## config.mk

```make
export PLATFORM = sky130hd
export DESIGN_NAME = segment_lcd_mux_driver_flat
export DESIGN_NICKNAME = d
export VERILOG_FILES = /design/src/rtl/core/slcd_pkg.sv /design/src/rtl/core/slcd_in_if.sv /design/src/rtl/core/slcd_out_if.sv /design/src/rtl/core/slcd_cfg.sv /design/src/rtl/core/slcd_in_stage.sv /design/src/rtl/core/slcd_frame.sv /design/src/rtl/core/slcd_scan.sv /design/src/rtl/core/segment_lcd_mux_driver.sv /design/src/flat_wrapper.sv
export SDC_FILE = /design/constraint.sdc
export NUM_CORES = 1
export LEC_CHECK = 0
export BUFFER_PORTS_ARGS = -buffer_cell sky130_fd_sc_hd__buf_2
export CORE_UTILIZATION = 43
export DETAILED_ROUTE_END_ITERATION = 8
export SYNTH_ARGS = -nofsm -noshare
export SYNTH_HDL_FRONTEND = slang
export SYNTH_HIERARCHICAL = 1
export SYNTH_SLANG_ARGS = --single-unit
```

## constraint.sdc

```tcl
create_clock -name clk -period 14.3 [get_ports clk]
set_clock_uncertainty 0.15 [all_clocks]
set_input_delay 2.145 -clock clk [delete_from_list [all_inputs] [get_ports clk]]
set_output_delay 2.145 -clock clk [all_outputs]
set_load 0.05 [all_outputs]
```

## src/rtl/core/slcd_pkg.sv

```systemverilog
// Shared types, constants and digit tables for the segment LCD multiplex driver.
package slcd_pkg;

  localparam int NumCommons  = 4;
  localparam int NumSegments = 16;

  localparam int PhaseCount = 2 * NumCommons;
  localparam int PhaseW     = $clog2(PhaseCount);
  localparam int ComIdxW    = (NumCommons > 1) ? $clog2(NumCommons) : 1;
  localparam int ComDriveW  = 2 * NumCommons;
  localparam int SegDriveW  = 2 * NumSegments;

  // fixed field widths of the word
  localparam int ReqW    = 3;
  localparam int SegBitW = 16;
  localparam int ComSelW = 2;
  localparam int NumberW = 16;

  // number split: saturated value, hundreds digit, remainder below 100
  localparam int SatW   = 10;
  localparam int DigitW = 4;
  localparam int RemW   = 7;
  localparam logic [SatW-1:0] NumMax = SatW'(999);

  // digit pin positions
  localparam int PinHundOne = 1;
  localparam int PinTensOne = 3;
  localparam int PinOnesOne = 5;
  localparam int PinOnesTwo = 7;
  localparam int PinTensTwo = 9;

  // configuration port
  localparam int CfgAddrW = 3;
  localparam int CfgDataW = 32;
  localparam logic RegDisplayEnable = 1'b0;

  typedef enum logic [ReqW-1:0] {
    REQ_TICK    = 3'd0,
    REQ_CLEAR   = 3'd1,
    REQ_ICON    = 3'd2,
    REQ_NUM_ONE = 3'd3,
    REQ_NUM_TWO = 3'd4
  } req_t;

  typedef enum logic [1:0] {
    LVL_GND        = 2'd0,
    LVL_THIRD      = 2'd1,
    LVL_TWO_THIRDS = 2'd2,
    LVL_FULL       = 2'd3
  } lvl_t;

  typedef logic [NumCommons-1:0][NumSegments-1:0] frame_t;

  typedef struct packed {
    req_t                   req;
    logic [NumSegments-1:0] bits;
    logic [ComSelW-1:0]     com;
    logic [DigitW-1:0]      hund;
    logic [RemW-1:0]        rem;
  } item_t;

  function automatic logic [7:0] digit_code_one(input logic [DigitW-1:0] d);
    logic [7:0] code;
    case (d)
      4'd0:    code = 8'h5F;
      4'd1:    code = 8'h50;
      4'd2:    code = 8'h3D;
      4'd3:    code = 8'h79;
      4'd4:    code = 8'h72;
      4'd5:    code = 8'h6B;
      4'd6:    code = 8'h6F;
      4'd7:    code = 8'h51;
      4'd8:    code = 8'h7F;
      4'd9:    code = 8'h7B;
      default: code = 8'h00;
    endcase
    return code;
  endfunction

  function automatic logic [7:0] digit_code_two(input logic [DigitW-1:0] d);
    logic [7:0] code;
    case (d)
      4'd0:    code = 8'hFA;
      4'd1:    code = 8'h0A;
      4'd2:    code = 8'hBC;
      4'd3:    code = 8'h9E;
      4'd4:    code = 8'h4E;
      4'd5:    code = 8'hD6;
      4'd6:    code = 8'hF6;
      4'd7:    code = 8'h8A;
      4'd8:    code = 8'hFE;
      4'd9:    code = 8'hDE;
      default: code = 8'h00;
    endcase
    return code;
  endfunction

  // segment bits a digit code lights on one common: low nibble at pin, high nibble at pin+1
  function automatic logic [NumSegments-1:0] digit_seg(input logic [7:0] code,
                                                       input int pin,
                                                       input int com);
    logic [31:0] w;
    logic [1:0]  ci;
    w  = '0;
    ci = 2'(com);
    if (com < 4) begin
      w[5'(pin)]     = code[{1'b0, ci}];
      w[5'(pin + 1)] = code[{1'b1, ci}];
    end
    return w[NumSegments-1:0];
  endfunction

endpackage

```

## src/rtl/core/slcd_in_if.sv

```systemverilog
// Request channel: valid/ready handshake with the request word.
interface slcd_in_if;
  logic                                valid;
  logic                                ready;
  logic [slcd_pkg::ReqW-1:0]           req_type;
  logic [slcd_pkg::SegBitW-1:0]        seg_bits;
  logic [slcd_pkg::ComSelW-1:0]        com_select;
  logic [slcd_pkg::NumberW-1:0]        number;

  modport source (output valid, output req_type, output seg_bits, output com_select,
                  output number, input ready);
  modport sink   (input valid, input req_type, input seg_bits, input com_select,
                  input number, output ready);
endinterface

```

## src/rtl/core/slcd_out_if.sv

```systemverilog
// Drive channel: valid/ready handshake with the drive level word.
interface slcd_out_if;
  logic                                valid;
  logic                                ready;
  logic [slcd_pkg::ComDriveW-1:0]      com_drive;
  logic [slcd_pkg::SegDriveW-1:0]      seg_drive;
  logic [slcd_pkg::PhaseW-1:0]         scan_phase;

  modport source (output valid, output com_drive, output seg_drive, output scan_phase,
                  input ready);
  modport sink   (input valid, input com_drive, input seg_drive, input scan_phase,
                  output ready);
endinterface

```

## src/rtl/core/slcd_cfg.sv

```systemverilog
// APB-style configuration register block holding the display enable.
module slcd_cfg (
  input  logic                           clk,
  input  logic                           rst_n,
  input  logic                           cfg_psel,
  input  logic                           cfg_penable,
  input  logic                           cfg_pwrite,
  input  logic [slcd_pkg::CfgAddrW-1:0]  cfg_paddr,
  input  logic [slcd_pkg::CfgDataW-1:0]  cfg_pwdata,
  output logic [slcd_pkg::CfgDataW-1:0]  cfg_prdata,
  output logic                           cfg_pready,
  output logic                           display_enable
);

  logic enable_r;
  logic enable_nxt;
  logic sel_enable;

  assign cfg_pready = 1'b1;
  // word address: bit 2 selects the register, byte offset ignored
  assign sel_enable = (cfg_paddr[2] == slcd_pkg::RegDisplayEnable);

  always_comb begin
    enable_nxt = enable_r;
    if (cfg_psel && cfg_penable && cfg_pwrite && cfg_pready && sel_enable) begin
      enable_nxt = cfg_pwdata[0];
    end
  end

  always_ff @(posedge clk) begin
    if (!rst_n) begin
      enable_r <= 1'b0;
    end else begin
      enable_r <= enable_nxt;
    end
  end

  assign cfg_prdata     = sel_enable ? {{(slcd_pkg::CfgDataW-1){1'b0}}, enable_r} : '0;
  assign display_enable = enable_r;

endmodule

```

## src/rtl/core/slcd_in_stage.sv

```systemverilog
// Input register: captures a request word and splits off the hundreds digit.
module slcd_in_stage (
  input  logic            clk,
  input  logic            rst_n,
  slcd_in_if.sink         in_ch,
  input  logic            take,
  output logic            item_valid,
  output slcd_pkg::item_t item
);

  logic                              valid_r;
  slcd_pkg::item_t                   item_r;
  slcd_pkg::item_t                   item_nxt;
  logic [slcd_pkg::SatW-1:0]         sat;
  logic [15:0]                       hund_prod;
  logic [slcd_pkg::DigitW-1:0]       hund;
  logic [slcd_pkg::SatW-1:0]         rem_full;
  logic [31:0]                       bits_wide;

  assign in_ch.ready = !valid_r || take;

  always_comb begin
    if (in_ch.number > slcd_pkg::NumberW'(slcd_pkg::NumMax)) begin
      sat = slcd_pkg::NumMax;
    end else begin
      sat = in_ch.number[slcd_pkg::SatW-1:0];
    end
    // divide by 100 as multiply by 41/4096, exact below 1000
    hund_prod = {6'b0, sat} * 16'd41;
    hund      = hund_prod[15:12];
    rem_full  = sat - ({6'b0, hund} * 10'd100);
    bits_wide = 32'(in_ch.seg_bits);

    item_nxt.req  = slcd_pkg::req_t'(in_ch.req_type);
    item_nxt.bits = bits_wide[slcd_pkg::NumSegments-1:0];
    item_nxt.com  = in_ch.com_select;
    item_nxt.hund = hund;
    item_nxt.rem  = rem_full[slcd_pkg::RemW-1:0];
  end

  always_ff @(posedge clk) begin
    if (!rst_n) begin
      valid_r <= 1'b0;
    end else if (in_ch.ready) begin
      valid_r <= in_ch.valid;
    end
  end

  always_ff @(posedge clk) begin
    if (in_ch.valid && in_ch.ready) begin
      item_r <= item_nxt;
    end
  end

  assign item_valid = valid_r;
  assign item       = item_r;

endmodule

```

## src/rtl/core/slcd_frame.sv

```systemverilog
// Frame buffer: clear, icon OR and number rendering through the digit tables.
module slcd_frame (
  input  logic             clk,
  input  logic             rst_n,
  input  logic             fire,
  input  slcd_pkg::item_t  item,
  output slcd_pkg::frame_t frame
);

  slcd_pkg::frame_t              frame_r;
  slcd_pkg::frame_t              frame_nxt;
  logic [14:0]                   tens_prod;
  logic [slcd_pkg::DigitW-1:0]   tens;
  logic [slcd_pkg::RemW-1:0]     ones_full;
  logic [slcd_pkg::DigitW-1:0]   ones;
  logic [7:0]                    code_h1;
  logic [7:0]                    code_t1;
  logic [7:0]                    code_o1;
  logic [7:0]                    code_t2;
  logic [7:0]                    code_o2;

  always_comb begin
    // divide by 10 as multiply by 205/2048, exact below 100
    tens_prod = {8'b0, item.rem} * 15'd205;
    tens      = tens_prod[14:11];
    ones_full = item.rem - ({3'b0, tens} * 7'd10);
    ones      = ones_full[slcd_pkg::DigitW-1:0];

    code_h1 = slcd_pkg::digit_code_one(item.hund);
    code_t1 = slcd_pkg::digit_code_one(tens);
    code_o1 = slcd_pkg::digit_code_one(ones);
    code_t2 = slcd_pkg::digit_code_two(tens);
    code_o2 = slcd_pkg::digit_code_two(ones);

    frame_nxt = frame_r;
    case (item.req)
      slcd_pkg::REQ_CLEAR: begin
        frame_nxt = '0;
      end
      slcd_pkg::REQ_ICON: begin
        for (int c = 0; c < slcd_pkg::NumCommons; c++) begin
          if (32'(item.com) == c) begin
            frame_nxt[c] = frame_r[c] | item.bits;
          end
        end
      end
      slcd_pkg::REQ_NUM_ONE: begin
        for (int c = 0; c < slcd_pkg::NumCommons; c++) begin
          frame_nxt[c] = frame_r[c]
                       | slcd_pkg::digit_seg(code_h1, slcd_pkg::PinHundOne, c)
                       | slcd_pkg::digit_seg(code_t1, slcd_pkg::PinTensOne, c)
                       | slcd_pkg::digit_seg(code_o1, slcd_pkg::PinOnesOne, c);
        end
      end
      slcd_pkg::REQ_NUM_TWO: begin
        for (int c = 0; c < slcd_pkg::NumCommons; c++) begin
          frame_nxt[c] = frame_r[c]
                       | slcd_pkg::digit_seg(code_o2, slcd_pkg::PinOnesTwo, c)
                       | slcd_pkg::digit_seg(code_t2, slcd_pkg::PinTensTwo, c);
        end
      end
      default: begin
        frame_nxt = frame_r;
      end
    endcase
  end

  always_ff @(posedge clk) begin
    if (!rst_n) begin
      frame_r <= '0;
    end else if (fire) begin
      frame_r <= frame_nxt;
    end
  end

  assign frame = frame_r;

endmodule

```

## src/rtl/core/slcd_scan.sv

```systemverilog
// Scan phase counter, drive level generation and the output register.
module slcd_scan (
  input  logic             clk,
  input  logic             rst_n,
  input  logic             tick_fire,
  input  slcd_pkg::frame_t frame,
  output logic             out_free,
  slcd_out_if.source       out_ch
);

  logic [slcd_pkg::PhaseW-1:0]    phase_r;
  logic [slcd_pkg::PhaseW-1:0]    phase_nxt;
  logic [slcd_pkg::ComIdxW-1:0]   active;
  logic                           odd;
  logic [slcd_pkg::NumSegments-1:0] word;
  logic [slcd_pkg::ComDriveW-1:0] com_drive_nxt;
  logic [slcd_pkg::SegDriveW-1:0] seg_drive_nxt;
  logic                           out_valid_r;
  logic [slcd_pkg::ComDriveW-1:0] com_drive_r;
  logic [slcd_pkg::SegDriveW-1:0] seg_drive_r;
  logic [slcd_pkg::PhaseW-1:0]    scan_phase_r;

  assign out_free = !out_valid_r || out_ch.ready;

  always_comb begin
    if (phase_r == slcd_pkg::PhaseW'(slcd_pkg::PhaseCount - 1)) begin
      phase_nxt = '0;
    end else begin
      phase_nxt = phase_r + 1'b1;
    end
    active = slcd_pkg::ComIdxW'(phase_nxt >> 1);
    odd    = phase_nxt[0];
    word   = frame[active];

    for (int c = 0; c < slcd_pkg::NumCommons; c++) begin
      if (32'(active) == c) begin
        com_drive_nxt[2*c +: 2] = odd ? slcd_pkg::LVL_FULL : slcd_pkg::LVL_GND;
      end else begin
        com_drive_nxt[2*c +: 2] = odd ? slcd_pkg::LVL_THIRD : slcd_pkg::LVL_TWO_THIRDS;
      end
    end

    for (int s = 0; s < slcd_pkg::NumSegments; s++) begin
      if (word[s]) begin
        seg_drive_nxt[2*s +: 2] = odd ? slcd_pkg::LVL_GND : slcd_pkg::LVL_FULL;
      end else begin
        seg_drive_nxt[2*s +: 2] = odd ? slcd_pkg::LVL_TWO_THIRDS : slcd_pkg::LVL_THIRD;
      end
    end
  end

  always_ff @(posedge clk) begin
    if (!rst_n) begin
      phase_r     <= '0;
      out_valid_r <= 1'b0;
    end else begin
      if (tick_fire) begin
        phase_r     <= phase_nxt;
        out_valid_r <= 1'b1;
      end else if (out_ch.ready) begin
        out_valid_r <= 1'b0;
      end
    end
  end

  always_ff @(posedge clk) begin
    if (tick_fire) begin
      com_drive_r  <= com_drive_nxt;
      seg_drive_r  <= seg_drive_nxt;
      scan_phase_r <= phase_nxt;
    end
  end

  assign out_ch.valid      = out_valid_r;
  assign out_ch.com_drive  = com_drive_r;
  assign out_ch.seg_drive  = seg_drive_r;
  assign out_ch.scan_phase = scan_phase_r;

endmodule

```

## src/rtl/core/segment_lcd_mux_driver.sv

```systemverilog
// Segment LCD multiplex driver, 4 commons by 16 segments, 1/3 bias.
// A tick word with the display on goes through the input register, then the output register.
// Throughput: one request word per cycle; the output register only stalls input when full.
// Stages: input register (hundreds split), then buffer update or phase advance into
// the output register. Reset clears buffer, phase, enable and both valid flags at once.
module segment_lcd_mux_driver (
  input  logic                           clk,
  input  logic                           rst_n,
  slcd_in_if.sink                        in_ch,
  slcd_out_if.source                     out_ch,
  input  logic                           cfg_psel,
  input  logic                           cfg_penable,
  input  logic                           cfg_pwrite,
  input  logic [slcd_pkg::CfgAddrW-1:0]  cfg_paddr,
  input  logic [slcd_pkg::CfgDataW-1:0]  cfg_pwdata,
  output logic [slcd_pkg::CfgDataW-1:0]  cfg_prdata,
  output logic                           cfg_pready
);

  logic             display_enable;
  logic             item_valid;
  slcd_pkg::item_t  item;
  slcd_pkg::frame_t frame;
  logic             out_free;
  logic             makes_word;
  logic             fire;

  // a tick with the display on needs room in the output register
  assign makes_word = (item.req == slcd_pkg::REQ_TICK) && display_enable;
  assign fire       = item_valid && (!makes_word || out_free);

  slcd_cfg u_cfg (
    .clk            (clk),
    .rst_n          (rst_n),
    .cfg_psel       (cfg_psel),
    .cfg_penable    (cfg_penable),
    .cfg_pwrite     (cfg_pwrite),
    .cfg_paddr      (cfg_paddr),
    .cfg_pwdata     (cfg_pwdata),
    .cfg_prdata     (cfg_prdata),
    .cfg_pready     (cfg_pready),
    .display_enable (display_enable)
  );

  slcd_in_stage u_in_stage (
    .clk        (clk),
    .rst_n      (rst_n),
    .in_ch      (in_ch),
    .take       (fire),
    .item_valid (item_valid),
    .item       (item)
  );

  slcd_frame u_frame (
    .clk   (clk),
    .rst_n (rst_n),
    .fire  (fire),
    .item  (item),
    .frame (frame)
  );

  slcd_scan u_scan (
    .clk       (clk),
    .rst_n     (rst_n),
    .tick_fire (fire && makes_word),
    .frame     (frame),
    .out_free  (out_free),
    .out_ch    (out_ch)
  );

endmodule
```

## src/flat_wrapper.sv

```systemverilog
// flat-port wrapper written by rule: the top's interface ports become plain ports
module segment_lcd_mux_driver_flat 
  (clk, rst_n, cfg_psel, cfg_penable, cfg_pwrite, cfg_paddr, cfg_pwdata, cfg_prdata, cfg_pready, in_ch_valid, in_ch_req_type, in_ch_seg_bits, in_ch_com_select, in_ch_number, in_ch_ready, out_ch_valid, out_ch_com_drive, out_ch_seg_drive, out_ch_scan_phase, out_ch_ready);
  slcd_in_if in_ch_i ();
  slcd_out_if out_ch_i ();
  input  logic clk;
  input  logic rst_n;
  input  logic cfg_psel;
  input  logic cfg_penable;
  input  logic cfg_pwrite;
  input  logic [slcd_pkg::CfgAddrW-1:0] cfg_paddr;
  input  logic [slcd_pkg::CfgDataW-1:0] cfg_pwdata;
  output logic [slcd_pkg::CfgDataW-1:0] cfg_prdata;
  output logic cfg_pready;
  input wire logic [$bits(in_ch_i.valid)-1:0] in_ch_valid;
  input wire logic [$bits(in_ch_i.req_type)-1:0] in_ch_req_type;
  input wire logic [$bits(in_ch_i.seg_bits)-1:0] in_ch_seg_bits;
  input wire logic [$bits(in_ch_i.com_select)-1:0] in_ch_com_select;
  input wire logic [$bits(in_ch_i.number)-1:0] in_ch_number;
  output wire logic [$bits(in_ch_i.ready)-1:0] in_ch_ready;
  output wire logic [$bits(out_ch_i.valid)-1:0] out_ch_valid;
  output wire logic [$bits(out_ch_i.com_drive)-1:0] out_ch_com_drive;
  output wire logic [$bits(out_ch_i.seg_drive)-1:0] out_ch_seg_drive;
  output wire logic [$bits(out_ch_i.scan_phase)-1:0] out_ch_scan_phase;
  input wire logic [$bits(out_ch_i.ready)-1:0] out_ch_ready;
  assign in_ch_i.valid = in_ch_valid;
  assign in_ch_i.req_type = in_ch_req_type;
  assign in_ch_i.seg_bits = in_ch_seg_bits;
  assign in_ch_i.com_select = in_ch_com_select;
  assign in_ch_i.number = in_ch_number;
  assign in_ch_ready = in_ch_i.ready;
  assign out_ch_valid = out_ch_i.valid;
  assign out_ch_com_drive = out_ch_i.com_drive;
  assign out_ch_seg_drive = out_ch_i.seg_drive;
  assign out_ch_scan_phase = out_ch_i.scan_phase;
  assign out_ch_i.ready = out_ch_ready;
  segment_lcd_mux_driver u_core (.clk(clk), .rst_n(rst_n), .in_ch(in_ch_i), .out_ch(out_ch_i), .cfg_psel(cfg_psel), .cfg_penable(cfg_penable), .cfg_pwrite(cfg_pwrite), .cfg_paddr(cfg_paddr), .cfg_pwdata(cfg_pwdata), .cfg_prdata(cfg_prdata), .cfg_pready(cfg_pready));
endmodule
```

==> results of run 1 <==
tightest hold or removal path: cells and delay by family (launching register included):
family                 cells  cell delay, ns
AOI/OAI and AO/OA          1            0.05
buffers and inverters      1            0.05
DFF                        1            0.31
final cells by class:
cell class | instances | area (um^2) | share of cell area, %
Clock buffer | 18 | 450 | 4.75
Clock inverter | 14 | 144 | 1.52
Inverter | 61 | 229 | 2.42
Multi-Input combinational cell | 614 | 4740 | 50.1
Sequential cell | 126 | 3080 | 32.5
Tap cell | 260 | 325 | 3.43
Timing Repair Buffer | 97 | 500 | 5.28
registers in the layout, summed over array words and instances (netlist names), 2 cells and up:
| name | cells |
|---|---|
| u_core/u_scan/out_ch.seg_drive | 17 |
| u_core/u_scan/out_ch.com_drive | 5 |
| u_core/u_frame/frame | 64 |
| u_core/u_scan/out_ch.scan_phase | 2 |
| u_core/u_scan/phase_r | 3 |
| u_core/u_in_stage/item | 32 |
final timing paths:
path                                   from                   endpoint  slack [ns]
setup / recovery           in_ch_number[10]  u_core/u_in_stage/item[6]        6.73
hold / removal     u_core/u_frame/frame[19]   u_core/u_frame/frame[19]        0.31
setup reg to reg  u_core/u_in_stage/item[4]    u_core/u_frame/frame[6]        8.64
hold reg to reg    u_core/u_frame/frame[19]   u_core/u_frame/frame[19]        0.31
power groups by stage:
stage / sequential (uW) / combinational [uW] / clock [uW]
after global routing: 410 / 852 / 456
after floorplan: 409 / 609 / 0
after detailed placement: 415 / 747 / 0
after CTS: 408 / 753 / 441
final: 408 / 753 / 432
after global placement: 415 / 741 / 0
cells by family (layout without fill, tap and decap cells):
logic type	count (synthesis)	count (layout)	share of synthesized area, %
buf+inv	142	190	9.07
other cells	2	32	0.0886
fa+ha+maj	101	101	16.1
xor+xnor	36	36	3.88
mux	28	28	5.73
compound gates	192	192	14.9
flops	126	126	36.4
simple gates	225	225	13.9
stage by stage:
| step | instance area, um^2 | instances | setup slack [ns] | utilization (%) |
|---|---|---|---|---|
| 2_1_floorplan | 8590 | 882 | 7.01 | - |
| 3_3_place_gp | 8880 | 1158 | 6.23 | 46.7 |
| 3_5_place_dp | 8880 | 1158 | 6.24 | 46.7 |
| 4_1_cts | 9480 | 1190 | 6.67 | 49.8 |
| 5_1_grt | 9480 | 1190 | 6.39 | 49.8 |
| 6_report | 9480 | 1190 | 6.73 | 49.8 |
per-layer routing:
layer | part of all wire, % | vias up | global-route usage (%)
li1 | - | 3084 | -
met1 | 46 | 2901 | 25.4
met2 | 47 | 200 | 30.4
met3 | 5.5 | 23 | 3.57
met4 | 1.7 | 0 | 6.28
met5 | 0 | - | 0
synth_stat cells (all sizes together), types with 5 or more instances:
cell and count:
nor2 78, nor3 9, xnor2 27, xor2 8
nor2b 16, a211oi 5, o21a 6, mux4 16
inv 61, clkbuf 20, nand2b 12, a21oi 80
a31oi 6, a21o 8, o21ai 29, or2 7
o311ai 5, and2 14, nand2 43, ha 88
fa 13, and3 9, o211ai 8, nand3b 5
edfxtp 56, nand3 5, a21boi 8, buf 61
mux2i 8, or2b 5, dfxtp 70
==> impl_metrics.py, run 1 <==
metrics = {
    "status": {
        "status": "finished clean",
    },
    "logic_synthesis": {
        "avgSynthCellArea_um2": 9.95,
        "syn_inst": 852,
        "yosysTopAreaCell": "edfxtp_1",
        "synth-seq-area-share_pct": 36.4,
        "ys.flop_type": "dfxtp_1",
        "yosysTopAreaCellShare_pct": 19.8,
        "syn_area_um2": 8470,
        "synth-async-reset-ratio_pct": 0,
        "synth_cell_type_count": 80,
        "yosys_warnings": 6,
        "synth.area.top_cells": "edfxtp_1, dfxtp_1, ha_1",
        "ys_ff_latch": 126,
        "synth_edf_count": 56,
    },
    "floorplan": {
        "dieArea_um2": 20300,
        "start_util_pct": 44.6,
        "core-area_um2": 19000,
        "rows": 50,
        "die_y_um": 142,
        "die_width_um": 142,
        "io_pins": 157,
    },
    "power_and_ir_drop": {
        "powerDensity_nw_per_um2": 168,
        "finalPower_uw": 1590,
        "power_frac_comb_pct": 47.3,
        "internal-power_uw": 929,
        "p_sw_share_pct": 41.7,
        "p_leak_uw": 0.00394,
        "pwr-share-clk_pct": 27.1,
        "pwr-share-seq_pct": 25.6,
        "ir_worst_vdd_mv": 0.148,
        "p_sw_uw": 663,
    },
    "critical_path": {
        "path_buf_inv": 3,
        "worstSetupPathDepth": 24,
        "critical_path_class": "primary input to register",
        "cp-end-kind": "register",
        "path_max_fanout": 9,
        "worstSetupStartpointType": "primary input",
        "timing.critical_path.cells": "buf_2, nor4_4, and2_1, and2_1, ha_1, inv_1, fa_1, inv_1, ha_1, ha_1, nand4_1, nor2_1, nand3_1, a21oi_1, a21oi_1, o21bai_1, xor2_1, ha_1, xnor2_1, xnor2_1, or4b_2, o311ai_0, nor3_1, xor2_1",
        "cp_data_arrival_time_ns": 7.59,
        "cp_common_cell": "ha_1",
        "worstPathRequired_ns": 14.32,
        "max_stage_delay_ns": 0.63,
        "slowest_stage": "or4b_2",
        "critPathTopFamily": "simple AND/OR/NAND/NOR gates",
        "r2r_cells": 19,
    },
    "clocking": {
        "cts_buffer_depth": 2,
        "clk_latency_ns": 0.42,
        "root_buffer": "clkbuf_16",
        "post-cts-setup-buffers": 0,
        "cts_tree": "built",
        "cts_num_sinks": 126,
        "clk_pin_slew_ns": 0.06,
        "h-tree-depth": 4,
        "ctsResizeCount": 0,
        "hold_buffers": 0,
        "numCtsBuffers": 17,
    },
    "layout": {
        "num_antenna_cells": 0,
        "area_growth_pct": 11.8,
        "fill_cells": 1814,
        "nNetsFinal": 1097,
        "layout_commonest_cell": "buf_2",
        "final_cell_mix": "buf_2, ha_1, a21oi_1",
        "drive_above_1_share_pct": 18.9,
    },
    "sta": {
        "slew_headroom_pct": 23.2,
        "slew_violations": 0,
        "rsz0062_at_grt": "false",
        "fmax_mhz": 132,
        "timing.final.crit_share_pct": 53.0,
        "period_minus_slack_ns": 7.57,
        "setup_violations": 0,
        "holdWs_ns": 0.305,
        "final-hold-violation-count": 0,
        "tightest_slew_ns": 1.15,
        "timing.setup.tns_ns": 0,
    },
    "routing": {
        "dr.pass1.iters": 4,
        "vias": 6208,
        "drtAntennaViolNets": 0,
        "avgRoutedWirePerCell_um": 15.1,
        "routed_via_density": 5.22,
        "initialDrtViolationCount": 428,
        "drcViolationCount": 0,
        "routed_wl_mm": 18.0,
    },
    "grt": {
        "grt_pass1_wl_mm": 29.7,
        "overflow": 0,
        "grt_pass1_vias": 5922,
        "grt_usage_pct": 18.9,
        "antenna_found_initial": 0,
        "grt_max_degree": 35,
    },
    "worst_hold_path": {
        "hold_depth": 2,
        "min_path_type": "register to register",
    },
    "place": {
        "numPortBuffers": 91,
        "dp_hpwl_mm": 12.9,
        "routabilityCongestion": 0.837,
    },
    "run": {
        "cap_violations": 0,
    },
}
(Power assumes the default switching activity.)
==> run 2: changes to the inputs <==
- ABC_AREA: not set -> 1
- PLACE_DENSITY: not set -> 0.66
- clock period: 14.3 -> 6.1 ns (I/O delays scaled with it)
==> impl_metrics.py, run 2 <==
metrics = {
    "floorplan": {
        "core-area_um2": 22600,
        "rows": 55,
        "start_util_pct": 43.8,
        "dieArea_um2": 23600,
        "io_pins": 157,
        "die_width_um": 154,
        "die_y_um": 154,
    },
    "routing": {
        "routed_wl_mm": 23.2,
        "avgRoutedWirePerCell_um": 13.5,
        "drtAntennaViolNets": 0,
        "dr.pass1.iters": 6,
        "drcViolationCount": 0,
        "initialDrtViolationCount": 562,
        "vias": 8587,
        "routed_via_density": 5.02,
    },
    "status": {
        "status": "finished clean",
    },
    "critical_path": {
        "worstSetupPathDepth": 26,
        "critical_path_class": "register to register",
        "r2r_start": "u_core/u_in_stage/item[4]",
        "cp-end-kind": "register",
        "worstPathRequired_ns": 6.31,
        "critPathTopFamily": "adder cells",
        "slowest_stage": "fa_1",
        "r2r_setup_slack_ns": 0.68,
        "endpoint": "u_core/u_frame/frame[39]",
        "cp_data_arrival_time_ns": 5.63,
        "worstSetupStartpointType": "register",
        "max_stage_delay_ns": 0.54,
        "timing.rr.end": "u_core/u_frame/frame[39]",
        "path_buf_inv": 4,
        "path_max_fanout": 7,
        "cp_common_cell": "nand2_1",
        "r2r_cells": 26,
        "critPathLaunch": "u_core/u_in_stage/item[4]",
    },
    "layout": {
        "final_util_pct": 48.0,
        "area_growth_pct": 9.61,
        "num_antenna_cells": 0,
        "fill_cells": 2191,
        "drive_above_1_share_pct": 14.8,
        "final_cell_mix": "nand2_1, inv_1, nand3_1",
        "largest_reg_flops": 64,
        "layout_commonest_cell": "nand2_1",
        "nNetsFinal": 1594,
        "post-route-cell-area_um2": 10800,
    },
    "logic_synthesis": {
        "yosysTopAreaCellShare_pct": 17.0,
        "syn_inst": 1359,
        "synth_cell_type_count": 44,
        "avgSynthCellArea_um2": 7.28,
        "syn_area_um2": 9890,
        "synth.area.top_cells": "edfxtp_1, dfxtp_1, nand2_1",
        "synth_most_common_cell": "nand2_1",
        "synth-async-reset-ratio_pct": 0,
        "ys_ff_latch": 126,
        "yosys_warnings": 6,
        "synth-seq-area-share_pct": 31.2,
        "ys.flop_type": "dfxtp_1",
        "yosysTopAreaCell": "edfxtp_1",
        "synth_commonest_cells": "nand2_1, inv_1, nand3_1",
        "synth_edf_count": 56,
    },
    "sta": {
        "setup_violations": 0,
        "timing.setup.tns_ns": 0,
        "tightest_slew_ns": 1.15,
        "fmax_mhz": 184,
        "slew_headroom_pct": 23.3,
        "slew_violations": 0,
        "period_minus_slack_ns": 5.42,
        "timing.final.crit_share_pct": 88.9,
        "rsz0062_at_grt": "false",
        "final-hold-violation-count": 0,
    },
    "grt": {
        "grt_max_degree": 66,
        "grt_usage_pct": 20.7,
        "overflow": 0,
        "antenna_found_initial": 1,
        "grt_pass1_wl_mm": 38.8,
        "grt_pass1_vias": 7947,
    },
    "clocking": {
        "root_buffer": "clkbuf_16",
        "numCtsBuffers": 17,
        "clk_latency_ns": 0.43,
        "cts_num_sinks": 126,
        "cts_buffer_depth": 2,
        "ctsResizeCount": 0,
        "hold_buffers": 0,
        "clk_pin_slew_ns": 0.06,
        "post-cts-setup-buffers": 0,
        "h-tree-depth": 4,
        "cts_tree": "built",
    },
    "power_and_ir_drop": {
        "p_sw_uw": 1590,
        "pwr-share-seq_pct": 25.5,
        "ir_worst_vdd_mv": 0.220,
        "power_frac_comb_pct": 47.7,
        "p_leak_uw": 0.00502,
        "powerDensity_nw_per_um2": 343,
        "p_sw_share_pct": 42.7,
        "internal-power_uw": 2130,
        "pwr-share-clk_pct": 26.8,
    },
    "place": {
        "dp_hpwl_mm": 16.8,
        "numPortBuffers": 91,
        "place_area_um2": 10300,
        "routabilityCongestion": 0.854,
    },
    "run": {
        "cap_violations": 0,
    },
    "worst_hold_path": {
        "hold_depth": 2,
        "min_path_type": "register to register",
    },
}
-- run 2: changes by cell type in the layout (fill, tap and decap cells not counted), moves of 12 or more --
cell / before / now
nor2_1: 76 / 44
and2_1: 13 / 0
a21oi_2: 1 / 16
nand3b_1: 5 / 17
nand2_1: 43 / 344
mux4_2: 16 / 0
xnor2_1: 27 / 4
nand2b_1: 12 / 0
nand3_1: 5 / 175
nand2_2: 0 / 15
o21ai_0: 26 / 50
inv_1: 59 / 224
nor2b_1: 15 / 0
-- run 2: worst min path at each step --
stage | startpoint | end
finish | u_core/u_frame/frame[52] | u_core/u_frame/frame[52]
global route | u_core/u_frame/frame[61] | u_core/u_frame/frame[61]
CTS | u_core/u_frame/frame[62] | u_core/u_frame/frame[62]
detailed placement | u_core/u_frame/frame[62] | u_core/u_frame/frame[62]
global placement | u_core/u_frame/frame[62] | u_core/u_frame/frame[62]
floorplan | u_core/u_frame/frame[52] | u_core/u_frame/frame[52]
-- run 2: kinds of logic (layout without fill, tap and decap cells) --
| logic type | count (synthesis) | after routing | share of synthesized area (%) |
|---|---|---|---|
| AND/OR/NAND/NOR | 635 | 635 | 29.5 |
| buffers and inverters | 326 | 364 | 15.4 |
| AO/OA/AOI/OAI | 160 | 160 | 9.23 |
| flip-flops | 126 | 126 | 31.2 |
| adder cells (fa/ha/maj) | 101 | 101 | 13.8 |
| XOR/XNOR | 8 | 8 | 0.708 |
| other | 2 | 32 | 0.0759 |
| multiplexers | 1 | 1 | 0.101 |
-- run 2: through the flow --
stage | cells | total power, uW | setup slack [ns] | hold WS, ns
after detailed placement | 1680 | 2740 | 0.372 | 0.301
final | 1712 | 3720 | 0.679 | 0.311
after global placement | 1680 | 2700 | 0.425 | 0.298
after global routing | 1712 | 4030 | 0.239 | 0.329
after CTS | 1712 | 3730 | 0.646 | 0.309
after floorplan | 1389 | 2390 | 0.822 | 0.288
-- run 2: layout make-up --
type	count	area (um^2)	area share (%)
Clock buffer	24	503	4.64
Inverter	230	863	7.96
Tap cell	285	357	3.29
Clock inverter	8	80.1	0.739
Multi-Input combinational cell	937	5420	50.0
Sequential cell	126	3080	28.4
Timing Repair Buffer	102	538	4.96
-- run 2: layer usage --
metal	vias up	track usage [%]	wire (um)
li1	4383	-	-
met1	3886	26.8	10500
met4	2	8.76	631
met2	273	34.0	10700
met3	43	3.47	1300
met5	-	0	13
-- run 2: power groups by stage --
stage,Sequential [uW],Combinational (uW),Clock (uW)
after floorplan,955,1440,0
after global placement,965,1740,0
after detailed placement,966,1770,0
after CTS,948,1770,1010
after global routing,953,2030,1050
final,948,1770,995
-- run 2: worst register-to-register path, stage by stage (launching register included) --
cell and delay, ns:
edfxtp_1 0.46, ha_1 0.38, fa_1 0.48, ha_1 0.29, inv_1 0.06, fa_1 0.54, inv_1 0.05, ha_1 0.33
nand2_1 0.08, o21ai_0 0.18, nand2_1 0.10, nand3_1 0.09, nand2_1 0.05, nand2_1 0.19, inv_1 0.17, fa_1 0.43
xnor2_1 0.30, inv_1 0.10, nand3_2 0.13, nand3_4 0.10, nand2_2 0.14, nand2_1 0.15, nand3_1 0.11, nand2_1 0.06
nand2_1 0.09, nand2_1 0.06, a21oi_2 0.12
